===== config.mk =====
export PLATFORM = sky130hd
export DESIGN_NAME = pump_pi_flow_controller
export DESIGN_NICKNAME = d
export VERILOG_FILES = /design/src/design/ppfc_pkg.sv /design/src/design/ppfc_cfg.sv /design/src/design/ppfc_front.sv /design/src/design/ppfc_mul.sv /design/src/design/ppfc_back.sv /design/src/design/pump_pi_flow_controller.sv
export SDC_FILE = /design/constraint.sdc
export NUM_CORES = 2
export LEC_CHECK = 0
export ABC_AREA = 1
export BUFFER_PORTS_ARGS = -buffer_cell sky130_fd_sc_hd__buf_2
export CAP_MARGIN = 20
export CELL_PAD_IN_SITES_DETAIL_PLACEMENT = 1
export CELL_PAD_IN_SITES_GLOBAL_PLACEMENT = 2
export CORE_AREA = 2 2 339 341
export CTS_BUF_LIST = sky130_fd_sc_hd__clkbuf_2 sky130_fd_sc_hd__clkbuf_4 sky130_fd_sc_hd__clkbuf_8
export DETAILED_ROUTE_END_ITERATION = 8
export DIE_AREA = 0 0 341 343
export PLACE_DENSITY_LB_ADDON = 0.05
export SKIP_CTS_REPAIR_TIMING = 1
export SLEW_MARGIN = 20
export SYNTH_ARGS = -nofsm -noshare
export SYNTH_HDL_FRONTEND = slang
export SYNTH_SLANG_ARGS = --single-unit
export TNS_END_PERCENT = 30

===== constraint.sdc =====
create_clock -name clk_i -period 17.9 [get_ports clk_i]
set_clock_uncertainty 0.1 [all_clocks]
set_input_delay 2.685 -clock clk_i [delete_from_list [all_inputs] [get_ports clk_i]]
set_output_delay 2.685 -clock clk_i [all_outputs]
set_load 0.05 [all_outputs]

===== src/design/ppfc_pkg.sv =====
// shared types, widths and constants for the pump pi flow controller
// no dependencies
package ppfc_pkg;

  localparam int PWM_BITS       = 8;
  localparam int GAIN_FRAC_BITS = 12;

  localparam int FLOW_W  = 16;
  localparam int GAIN_W  = 16;
  localparam int LIM_W   = 18;
  localparam int ERR_W   = FLOW_W + 1;
  localparam int INTEG_W = LIM_W + 1;
  localparam int SUM_W   = INTEG_W + 1;
  localparam int PP_W    = GAIN_W + 1 + ERR_W;
  localparam int PI_W    = GAIN_W + 1 + SUM_W;
  localparam int TOT_W   = PI_W + 1;
  localparam int DRV_SHIFT = GAIN_FRAC_BITS + 8;
  localparam int WHOLE_W = TOT_W - DRV_SHIFT;

  localparam logic [PWM_BITS-1:0] PWM_MAX = '1;

  localparam int CFG_ADDR_W = 4;
  localparam int CFG_DATA_W = 32;
  localparam int REG_IDX_W  = CFG_ADDR_W - 2;

  localparam logic [REG_IDX_W-1:0] REG_KP    = 2'd0;
  localparam logic [REG_IDX_W-1:0] REG_KI    = 2'd1;
  localparam logic [REG_IDX_W-1:0] REG_LIMIT = 2'd2;

  localparam logic [GAIN_W-1:0] KP_RESET    = 16'd410;
  localparam logic [GAIN_W-1:0] KI_RESET    = 16'd4096;
  localparam logic [LIM_W-1:0]  LIMIT_RESET = 18'd256000;

  typedef enum logic [1:0] {
    OP_STEP   = 2'd0,
    OP_START  = 2'd1,
    OP_STOP   = 2'd2,
    OP_MANUAL = 2'd3
  } op_e;

  typedef struct packed {
    logic [GAIN_W-1:0] kp;
    logic [GAIN_W-1:0] ki;
    logic [LIM_W-1:0]  limit;
  } cfg_t;

  typedef struct packed {
    op_e                      op;
    logic [PWM_BITS-1:0]      manual;
    logic signed [ERR_W-1:0]  err;
    logic signed [SUM_W-1:0]  sum;
    logic                     running;
  } s1_t;

  typedef struct packed {
    op_e                      op;
    logic [PWM_BITS-1:0]      manual;
    logic signed [ERR_W-1:0]  err;
    logic signed [PP_W-1:0]   prod_p;
    logic signed [PI_W-1:0]   prod_i;
    logic                     running;
  } s2_t;

endpackage


===== src/design/ppfc_cfg.sv =====
// gain and integrator limit registers behind the apb-style port
// depends on ppfc_pkg
module ppfc_cfg import ppfc_pkg::*; (
  input  logic                  clk_i,
  input  logic                  rst_ni,
  input  logic                  psel,
  input  logic                  penable,
  input  logic                  pwrite,
  input  logic [CFG_ADDR_W-1:0] paddr,
  input  logic [CFG_DATA_W-1:0] pwdata,
  output logic [CFG_DATA_W-1:0] prdata,
  output logic                  pready,
  output cfg_t                  cfg_o
);

  cfg_t                 cfg_q;
  logic                 wr_en;
  logic [REG_IDX_W-1:0] idx;

  assign pready = 1'b1;
  assign wr_en  = psel & penable & pwrite;
  assign idx    = paddr[CFG_ADDR_W-1:2];
  assign cfg_o  = cfg_q;

  always_ff @(posedge clk_i or negedge rst_ni) begin
    if (!rst_ni) begin
      cfg_q.kp    <= KP_RESET;
      cfg_q.ki    <= KI_RESET;
      cfg_q.limit <= LIMIT_RESET;
    end else if (wr_en) begin
      case (idx)
        REG_KP:    cfg_q.kp    <= pwdata[GAIN_W-1:0];
        REG_KI:    cfg_q.ki    <= pwdata[GAIN_W-1:0];
        REG_LIMIT: cfg_q.limit <= pwdata[LIM_W-1:0];
        default:   ;
      endcase
    end
  end

  always_comb begin
    case (idx)
      REG_KP:    prdata = CFG_DATA_W'(cfg_q.kp);
      REG_KI:    prdata = CFG_DATA_W'(cfg_q.ki);
      REG_LIMIT: prdata = CFG_DATA_W'(cfg_q.limit);
      default:   prdata = '0;
    endcase
  end

endmodule


===== src/design/ppfc_front.sv =====
// input register, error and integrator stage with clamp and run state
// depends on ppfc_pkg
module ppfc_front import ppfc_pkg::*; (
  input  logic                clk_i,
  input  logic                rst_ni,
  input  cfg_t                cfg_i,
  input  logic                in_valid_i,
  output logic                in_ready_o,
  input  logic [1:0]          operation_i,
  input  logic [FLOW_W-1:0]   target_flow_i,
  input  logic [FLOW_W-1:0]   measured_flow_i,
  input  logic [PWM_BITS-1:0] manual_duty_i,
  output logic                s1_valid_o,
  input  logic                s1_ready_i,
  output s1_t                 s1_o
);

  logic                      in_valid_q;
  op_e                       op_q;
  logic [FLOW_W-1:0]         tgt_q;
  logic [FLOW_W-1:0]         meas_q;
  logic [PWM_BITS-1:0]       man_q;

  logic signed [INTEG_W-1:0] integ_q, integ_d;
  logic signed [ERR_W-1:0]   last_err_q, last_err_d;
  logic                      run_q, run_d;

  logic                      s1_valid_q;
  s1_t                       s1_q, s1_d;

  logic                      en_s1, fire;
  logic signed [ERR_W-1:0]   err;
  logic signed [SUM_W-1:0]   sum, lim_s, nlim_s, clamp;

  assign en_s1      = !s1_valid_q || s1_ready_i;
  assign fire       = in_valid_q && en_s1;
  assign in_ready_o = !in_valid_q || en_s1;
  assign s1_valid_o = s1_valid_q;
  assign s1_o       = s1_q;

  assign err    = signed'({1'b0, tgt_q}) - signed'({1'b0, meas_q});
  assign sum    = SUM_W'(integ_q) + SUM_W'(err);
  assign lim_s  = signed'({{(SUM_W-LIM_W){1'b0}}, cfg_i.limit});
  assign nlim_s = -lim_s;

  always_comb begin
    if (sum > lim_s) begin
      clamp = lim_s;
    end else if (sum < nlim_s) begin
      clamp = nlim_s;
    end else begin
      clamp = sum;
    end

    integ_d    = integ_q;
    last_err_d = last_err_q;
    run_d      = run_q;
    case (op_q)
      OP_STEP: begin
        integ_d    = clamp[INTEG_W-1:0];
        last_err_d = err;
      end
      OP_START: run_d = 1'b1;
      OP_STOP:  run_d = 1'b0;
      default:  ;
    endcase

    s1_d.op      = op_q;
    s1_d.manual  = man_q;
    s1_d.err     = last_err_d;
    s1_d.sum     = sum;
    s1_d.running = run_d;
  end

  always_ff @(posedge clk_i or negedge rst_ni) begin
    if (!rst_ni) begin
      in_valid_q <= 1'b0;
      s1_valid_q <= 1'b0;
      integ_q    <= '0;
      last_err_q <= '0;
      run_q      <= 1'b0;
    end else begin
      if (in_ready_o) begin
        in_valid_q <= in_valid_i;
      end
      if (en_s1) begin
        s1_valid_q <= in_valid_q;
      end
      if (fire) begin
        integ_q    <= integ_d;
        last_err_q <= last_err_d;
        run_q      <= run_d;
      end
    end
  end

  always_ff @(posedge clk_i) begin
    if (in_valid_i && in_ready_o) begin
      op_q   <= op_e'(operation_i);
      tgt_q  <= target_flow_i;
      meas_q <= measured_flow_i;
      man_q  <= manual_duty_i;
    end
    if (fire) begin
      s1_q <= s1_d;
    end
  end

endmodule


===== src/design/ppfc_mul.sv =====
// gain multiply stage: kp times error and ki times unclamped integrator
// depends on ppfc_pkg
module ppfc_mul import ppfc_pkg::*; (
  input  logic clk_i,
  input  logic rst_ni,
  input  cfg_t cfg_i,
  input  logic s1_valid_i,
  output logic s1_ready_o,
  input  s1_t  s1_i,
  output logic s2_valid_o,
  input  logic s2_ready_i,
  output s2_t  s2_o
);

  logic                     s2_valid_q;
  s2_t                      s2_q, s2_d;
  logic                     en;
  logic signed [GAIN_W:0]   kp_s, ki_s;
  logic signed [PP_W-1:0]   prod_p;
  logic signed [PI_W-1:0]   prod_i;

  assign en         = !s2_valid_q || s2_ready_i;
  assign s1_ready_o = en;
  assign s2_valid_o = s2_valid_q;
  assign s2_o       = s2_q;

  assign kp_s   = signed'({1'b0, cfg_i.kp});
  assign ki_s   = signed'({1'b0, cfg_i.ki});
  assign prod_p = kp_s * s1_i.err;
  assign prod_i = ki_s * s1_i.sum;

  always_comb begin
    s2_d.op      = s1_i.op;
    s2_d.manual  = s1_i.manual;
    s2_d.err     = s1_i.err;
    s2_d.prod_p  = prod_p;
    s2_d.prod_i  = prod_i;
    s2_d.running = s1_i.running;
  end

  always_ff @(posedge clk_i or negedge rst_ni) begin
    if (!rst_ni) begin
      s2_valid_q <= 1'b0;
    end else if (en) begin
      s2_valid_q <= s1_valid_i;
    end
  end

  always_ff @(posedge clk_i) begin
    if (s1_valid_i && en) begin
      s2_q <= s2_d;
    end
  end

endmodule


===== src/design/ppfc_back.sv =====
// drive sum and saturation, stored duty and the result register
// depends on ppfc_pkg
module ppfc_back import ppfc_pkg::*; (
  input  logic                clk_i,
  input  logic                rst_ni,
  input  logic                s2_valid_i,
  output logic                s2_ready_o,
  input  s2_t                 s2_i,
  output logic                out_valid_o,
  input  logic                out_ready_i,
  output logic [PWM_BITS-1:0] pwm_duty_o,
  output logic [PWM_BITS-1:0] duty_setting_o,
  output logic                running_o,
  output logic [ERR_W-1:0]    flow_error_o
);

  logic                     out_valid_q;
  logic [PWM_BITS-1:0]      duty_q, duty_d;
  logic [PWM_BITS-1:0]      pwm_q, setting_q;
  logic                     run_q;
  logic [ERR_W-1:0]         err_q;
  logic                     en, fire;
  logic signed [TOT_W-1:0]  total;
  logic [WHOLE_W-1:0]       whole;
  logic [PWM_BITS-1:0]      drive;

  assign en          = !out_valid_q || out_ready_i;
  assign fire        = s2_valid_i && en;
  assign s2_ready_o  = en;
  assign out_valid_o = out_valid_q;

  assign total = TOT_W'(s2_i.prod_p) + TOT_W'(s2_i.prod_i);
  assign whole = total[TOT_W-1:DRV_SHIFT];

  always_comb begin
    if (total[TOT_W-1]) begin
      drive = '0;
    end else if (whole > WHOLE_W'(PWM_MAX)) begin
      drive = PWM_MAX;
    end else begin
      drive = whole[PWM_BITS-1:0];
    end

    case (s2_i.op)
      OP_STEP:   duty_d = PWM_MAX - drive;
      OP_MANUAL: duty_d = s2_i.manual;
      default:   duty_d = duty_q;
    endcase
  end

  always_ff @(posedge clk_i or negedge rst_ni) begin
    if (!rst_ni) begin
      out_valid_q <= 1'b0;
      duty_q      <= '0;
    end else begin
      if (en) begin
        out_valid_q <= s2_valid_i;
      end
      if (fire) begin
        duty_q <= duty_d;
      end
    end
  end

  always_ff @(posedge clk_i) begin
    if (fire) begin
      pwm_q     <= s2_i.running ? duty_d : '0;
      setting_q <= duty_d;
      run_q     <= s2_i.running;
      err_q     <= s2_i.err;
    end
  end

  assign pwm_duty_o     = pwm_q;
  assign duty_setting_o = setting_q;
  assign running_o      = run_q;
  assign flow_error_o   = err_q;

endmodule


===== src/design/pump_pi_flow_controller.sv =====
// top level of the pump pi flow controller: config port and front, multiply and back pipeline stages
// depends on ppfc_pkg, ppfc_cfg, ppfc_front, ppfc_mul, ppfc_back
//
// accepts one item per cycle unless the output stalls and gives one result per item via
// input, s1, s2 and result registers; the integrator and run state live in the first stage,
// so back-to-back control steps see each other's update. the user writes gains and integrator
// limit over the apb-style port only while the pipeline is empty; the block does not enforce it
module pump_pi_flow_controller import ppfc_pkg::*; (
  input  logic                  clk_i,
  input  logic                  rst_ni,
  input  logic                  psel,
  input  logic                  penable,
  input  logic                  pwrite,
  input  logic [CFG_ADDR_W-1:0] paddr,
  input  logic [CFG_DATA_W-1:0] pwdata,
  output logic [CFG_DATA_W-1:0] prdata,
  output logic                  pready,
  input  logic                  in_valid_i,
  output logic                  in_ready_o,
  input  logic [1:0]            operation_i,
  input  logic [FLOW_W-1:0]     target_flow_i,
  input  logic [FLOW_W-1:0]     measured_flow_i,
  input  logic [PWM_BITS-1:0]   manual_duty_i,
  output logic                  out_valid_o,
  input  logic                  out_ready_i,
  output logic [PWM_BITS-1:0]   pwm_duty_o,
  output logic [PWM_BITS-1:0]   duty_setting_o,
  output logic                  running_o,
  output logic [ERR_W-1:0]      flow_error_o
);

  cfg_t cfg;
  logic s1_valid, s1_ready, s2_valid, s2_ready;
  s1_t  s1;
  s2_t  s2;

  ppfc_cfg u_cfg (
    .clk_i   (clk_i),
    .rst_ni  (rst_ni),
    .psel    (psel),
    .penable (penable),
    .pwrite  (pwrite),
    .paddr   (paddr),
    .pwdata  (pwdata),
    .prdata  (prdata),
    .pready  (pready),
    .cfg_o   (cfg)
  );

  ppfc_front u_front (
    .clk_i           (clk_i),
    .rst_ni          (rst_ni),
    .cfg_i           (cfg),
    .in_valid_i      (in_valid_i),
    .in_ready_o      (in_ready_o),
    .operation_i     (operation_i),
    .target_flow_i   (target_flow_i),
    .measured_flow_i (measured_flow_i),
    .manual_duty_i   (manual_duty_i),
    .s1_valid_o      (s1_valid),
    .s1_ready_i      (s1_ready),
    .s1_o            (s1)
  );

  ppfc_mul u_mul (
    .clk_i      (clk_i),
    .rst_ni     (rst_ni),
    .cfg_i      (cfg),
    .s1_valid_i (s1_valid),
    .s1_ready_o (s1_ready),
    .s1_i       (s1),
    .s2_valid_o (s2_valid),
    .s2_ready_i (s2_ready),
    .s2_o       (s2)
  );

  ppfc_back u_back (
    .clk_i          (clk_i),
    .rst_ni         (rst_ni),
    .s2_valid_i     (s2_valid),
    .s2_ready_o     (s2_ready),
    .s2_i           (s2),
    .out_valid_o    (out_valid_o),
    .out_ready_i    (out_ready_i),
    .pwm_duty_o     (pwm_duty_o),
    .duty_setting_o (duty_setting_o),
    .running_o      (running_o),
    .flow_error_o   (flow_error_o)
  );

  // stopped pump drives no pwm
  a_stopped_zero: assert property (@(posedge clk_i) disable iff (!rst_ni)
    out_valid_o && !running_o |-> pwm_duty_o == '0)
    else $error("pwm nonzero while stopped");

  // running pump drives the stored duty
  a_running_duty: assert property (@(posedge clk_i) disable iff (!rst_ni)
    out_valid_o && running_o |-> pwm_duty_o == duty_setting_o)
    else $error("pwm differs from stored duty while running");

  // a taken result frees the whole pipeline for a new beat
  a_no_false_stall: assert property (@(posedge clk_i) disable iff (!rst_ni)
    out_ready_i |-> in_ready_o)
    else $error("input stalled while output is ready");

endmodule

==> Yosys cells after proc, flatten, opt, wreduce, memory -nomap -nowiden <==
Cells that the tools add are included.
{ "classes": {"n_lt_le_gt_ge": 3, "multipliers": 2, "n_eq_ne": 5, "n_mux": 8, "n_bitwise": 2, "n_addsub": 5, "n_reduce_logical": 19} }
{ "op_table": {"columns": ["operator", "count"], "rows": [
  ["$pmux W18 S3", 1],
  ["$add A34 B37 Y38", 1],
  ["$mux W19", 2],
  ["$mul A17 B20 Y37", 1],
  ["$mul A17 B17 Y34", 1],
  ["$add A19 B17 Y20", 1],
  ["$gt A20 B19 Y1", 1],
  ["$lt A20 B20 Y1", 1],
  ["$neg A18 Y20", 1],
  ["$gt A18 B8 Y1 const B", 1],
  ["$mux W17", 1],
  ["$sub A16 B16 Y17", 1],
  ["$mux W8", 2],
  ["$pmux W8 S2", 1],
  ["$reduce_and A2 Y1", 4],
  ["$sub A8 B8 Y8 const A", 1],
  ["$eq A2 B2 Y1 const B", 3],
  ["$logic_not A2 Y1", 3],
  ["$eq A2 B1 Y1 const B", 2],
  ["$logic_and A1 B1 Y1", 4],
  ["$logic_not A1 Y1", 4],
  ["$logic_or A1 B1 Y1", 4],
  ["$and A1 B1 Y1", 2],
  ["$pmux W1 S2", 1]
]} }
{ "totals": {"ff_bits": 322, "in_bits": 85, "output_inout_bits": 69, "wordCells": 74} }

==> Logic depth before layout (Yosys ltp) <==
{ "logic_depth": {"ltp_word": 6, "depth_mapped": 38, "mapped_depth_nobuf": 37} }

==> By module <==
A second synthesis with hierarchy kept.
{ "unflattened": {"cells_unflattened": 5415, "area_unflattened_um2": 41965.2} }
{ "by_module_without_submodules": {"columns": ["mod", "area_per_inst_um2", "cells_each", "instances"], "rows": [
  ["ppfc_mul", 26799.5, 3464, 1],
  ["ppfc_front", 8271.7, 940, 1],
  ["ppfc_back", 4438.0, 699, 1],
  ["ppfc_cfg", 2456.1, 312, 1]
]} }

==> Least setup slack after synthesis <==
No wires, ideal clock.
{ "synth_timing": {"kind": "input port to output port", "startpoint": "input paddr[3]", "endpoint": "output prdata[10]", "n_path_buf": 1, "arrival_time_ns": 4.048, "path_slack_ns": 11.067, "stages": 5, "t_required_ns": 15.115, "cell_sequence": "inv_1 -> nor2_1 -> clkinv_1 -> clkbuf_1 -> o211ai_1"} }
{ "synth_via": {"elab_chain_cells": 2} }
{ "synth_rtl": {"columns": ["element", "line", "source"], "rows": [
  ["from (decl)", "pump_pi_flow_controller.sv:14", "input logic [CFG_ADDR_W-1:0] paddr,"],
  ["$eq A2 B2 Y1 (tied with other cells)", "ppfc_cfg.sv:41", "case (idx)"],
  ["$pmux W18 S3 *", "ppfc_cfg.sv:41", null],
  ["to (decl)", "pump_pi_flow_controller.sv:16", "output logic [CFG_DATA_W-1:0] prdata,"]
]} }
Every way passes the cells marked *; elsewhere a longest branch is shown, timed or not.

==> Worst setup path in the final report <==
{ "layout_timing": {"startpoint": "input paddr[3]", "endpoint": "output prdata[2]"} }
Same word-level chain as after synthesis.

==> run summary <==
The run finished with clean final reports. The worst setup path is of the in -> out kind. The number of maximum-capacitance violations came out at 0. The routed length per placed instance is 18.6 µm. Setup slack on the worst reg-to-reg path comes out at 10.92 ns.

The via count normalized by instance count is 4.60. The wire length reported by the detailed router is 119000 µm. Tracing the worst setup path back leads to its startpoint at paddr[3]. Counting the buffers created by CTS gives 61. Entering global routing, the biggest net connects 72 pins.

After global routing the overflow that remains totals 0. For met3 alone, demand over resource in global routing was 0.0269. The most used flip-flop cell after synthesis is edfxtp_1. For this configuration, the core starts out at a cell density of 0.347. The H-tree depth came out at 2. The total number of vias is 29311. In this run the worst path has a maximum fanout of 18. The number of top-level pins came out at 154. The worst-case headroom to the max-slew limit came out at 0.281. Data on the critical path is required at its endpoint by 15.11 ns. The worst hold path begins at u_front.s1_o[38]. The final total negative setup slack is 0 ns. The number of antenna violations at the first check in global routing came out at 4. The number of buffers on the longest clock path is 3. The DRC marker count from the first detailed-route iteration is 1032. The met2 usage came out at 0.360. The minimum clock period is 7.30 ns. The global-route wire length before repair came out at 190000 µm.

Derived from the worst setup path, the maximum achievable clock frequency is 137 MHz. Setup repair after global routing left no endpoint under its margin. The last weighted congestion value of the routability-driven placer is 0.796. For this run, global-route usage on met1 was measured as 0.283. The count of buffers added on input and output ports is 122. The number of global-route vias before repair came to 32510. The die boundary height is 343 µm.

In the global route stage, overall resource usage came out at 0.210. For this run, the detailed router's first-pass iteration total came to 5. The final worst-path cycle share is 0.408. In this run the most used layer during global routing was met2.

The worst setup path is captured at an output port. The gate count of the mapped netlist is 4738. TritonCTS built the clock tree. After synthesis the netlist holds a flip-flop and latch count of 322. Once detailed placement completed, the half-perimeter wirelength came to 97100 µm. The total setup violations reported at the end of the flow is 0.

The total area inside the core boundary comes to 113000 µm². The number of failing hold endpoints at the final stage came out at 0. The endpoint arrival time on the critical path came out at 4.52 ns.

The tree is rooted in a clkbuf_8. The worst setup path is launched from a primary input. Of the cells placed in the final design, the portion with a size suffix greater than 1 is 0.0782. The max-slew violation total from the final report came to 0. The number of distinct library cells after synthesis came out at 55. The async set-reset flop share out of synthesis is 0.307. The later pin in the worst-skew pair is clocked with a latency of 0.75 ns. In this run the remaining antenna-violating nets after routing total 0. The post-synthesis average cell area came out at 8.31 µm². Counting flops with a built-in enable in the synthesized netlist gives 223. The die covers 117000 µm². The layout overhead on the synthesized area came out at 9.48%. The total DRC errors in the routed layout is 0. The tightest hold margin is 0.304 ns.

The width of the die is 341 µm. The tightest min-delay check is of the reg -> reg type. The sequential element share of the synthesized area came out at 0.233.

The clock sink count is 322. In this run the cell area of the synthesized design comes to 39400 µm². The number of warning messages in the yosys log is 0.

The floorplan row count came out at 124. After clock tree synthesis, the clock-pin slew on the worst setup and hold paths is 0.06 ns. The final layout net count is 5756.

The worst-margin pin slew came out at 1.08 ns. The source of the worst register-to-register timing path is u_front.s1_o[37].
==> path summary, 6_finish.rpt <==
check | cells past startpoint | to
min in group asynchronous | 1 | u_front.integ_q[17]
setup reg to reg | 24 | u_mul.s2_o[71]
setup / recovery | 6 | prdata[2]
max in group asynchronous | 2 | u_front.integ_q[13]
hold / removal | 0 | u_mul.s2_o[89]
hold reg to reg | 0 | u_mul.s2_o[89]
==> synth_stat cells (11+ instances only) <==
master | count | share of area
ha_1 | 333 | 0.11
buf_4 | 15 | 0.0029
nand3_1 | 95 | 0.012
xor2_1 | 77 | 0.017
nor2_1 | 160 | 0.015
a21boi_1 | 17 | 0.0032
or2_2 | 34 | 0.0054
edfxtp_1 | 223 | 0.17
nand3b_1 | 14 | 0.0027
o21ai_1 | 17 | 0.0022
a21oi_1 | 155 | 0.020
dfstp_2 | 12 | 0.0080
nand2_1 | 1156 | 0.11
fa_1 | 532 | 0.27
clkbuf_1 | 137 | 0.013
nand4_1 | 25 | 0.0040
o21a_1 | 17 | 0.0032
nor3_1 | 21 | 0.0027
o21ai_0 | 155 | 0.020
o21bai_1 | 11 | 0.0021
dfrtp_1 | 87 | 0.055
o211ai_1 | 19 | 0.0036
inv_1 | 1264 | 0.12
buf_1 | 23 | 0.0022
xnor2_1 | 41 | 0.0091
==> cell families (layout without fill, tap and decap cells) <==
| logic type | after synthesis | after routing | share of synthesized area |
|---|---|---|---|
| simple gates | 1548 | 1548 | 0.162 |
| buf+inv | 1454 | 1562 | 0.141 |
| fa+ha+maj | 865 | 865 | 0.376 |
| compound gates | 428 | 428 | 0.0609 |
| flops | 322 | 322 | 0.233 |
| xor+xnor | 119 | 119 | 0.0267 |
| other cells | 2 | 21 | 0.000191 |
==> state kept, by name (all words and copies together), names as in the netlist, 2 cells and up <==
register,flops
u_back.flow_error_o,17
u_front.tgt_q,16
u_cfg.cfg_o,50
u_back.pwm_duty_o,8
u_back.duty_q,8
u_front.last_err_q,17
u_front.s1_o,48
u_mul.s2_o,99
u_front.meas_q,16
u_front.integ_q,19
u_back.duty_setting_o,8
u_front.man_q,8
u_front.op_q,2
==> critical path: stages <==
cell      delay (ns)
buf_2           0.09
inv_1           0.04
nor2_1          0.15
clkinv_1        0.55
o211ai_1        0.63
buf_2           0.36
==> cell type report <==
type	count	area (µm²)
Fill cell	13593	70300
Multi-Input combinational cell	2975	24700
Sequential cell	322	9190
Inverter	1271	4770
Tap cell	1512	1890
Clock buffer	86	1090
Timing Repair Buffer	175	1020
Clock inverter	30	412
Antenna cell	6	15.0
==> metrics by stage <==
step,instance area [µm²],instances,util,worst slack (ns)
floorplan,39400,4751,-,11.07
global placement,41600,6254,0.366,10.55
detailed placement,41600,6254,0.366,10.56
CTS,43100,6370,0.380,10.56
global route,43100,6374,0.380,10.46
finish,43100,6377,0.380,10.60
==> cells in the final DEF, fill, tap and decap left out, types with 21 or more instances in the layout <==
cell type,netlist,routed
nand3_1,95,95
edfxtp_1,223,223
ha_1,333,333
inv_1,1264,1263
buf_4,15,53
nor3_1,21,21
fa_1,532,532
dfrtp_1,87,87
xnor2_1,41,41
nand2_1,1156,1155
nor2_1,160,157
clkbuf_8,0,71
buf_2,5,121
xor2_1,77,77
a21oi_1,155,155
nand4_1,25,25
or2_2,34,34
o21ai_0,155,155
==> layer usage <==
layer / wire [µm] / part of all wire
met1: 56000 / 0.47
met2: 56700 / 0.48
met3: 3440 / 0.029
met4: 2560 / 0.022
met5: 13 / 0.00011
Power is left out: the tool's default activity adds up to more than one toggle a clock period on the data nets, which glitch-free logic cannot reach.
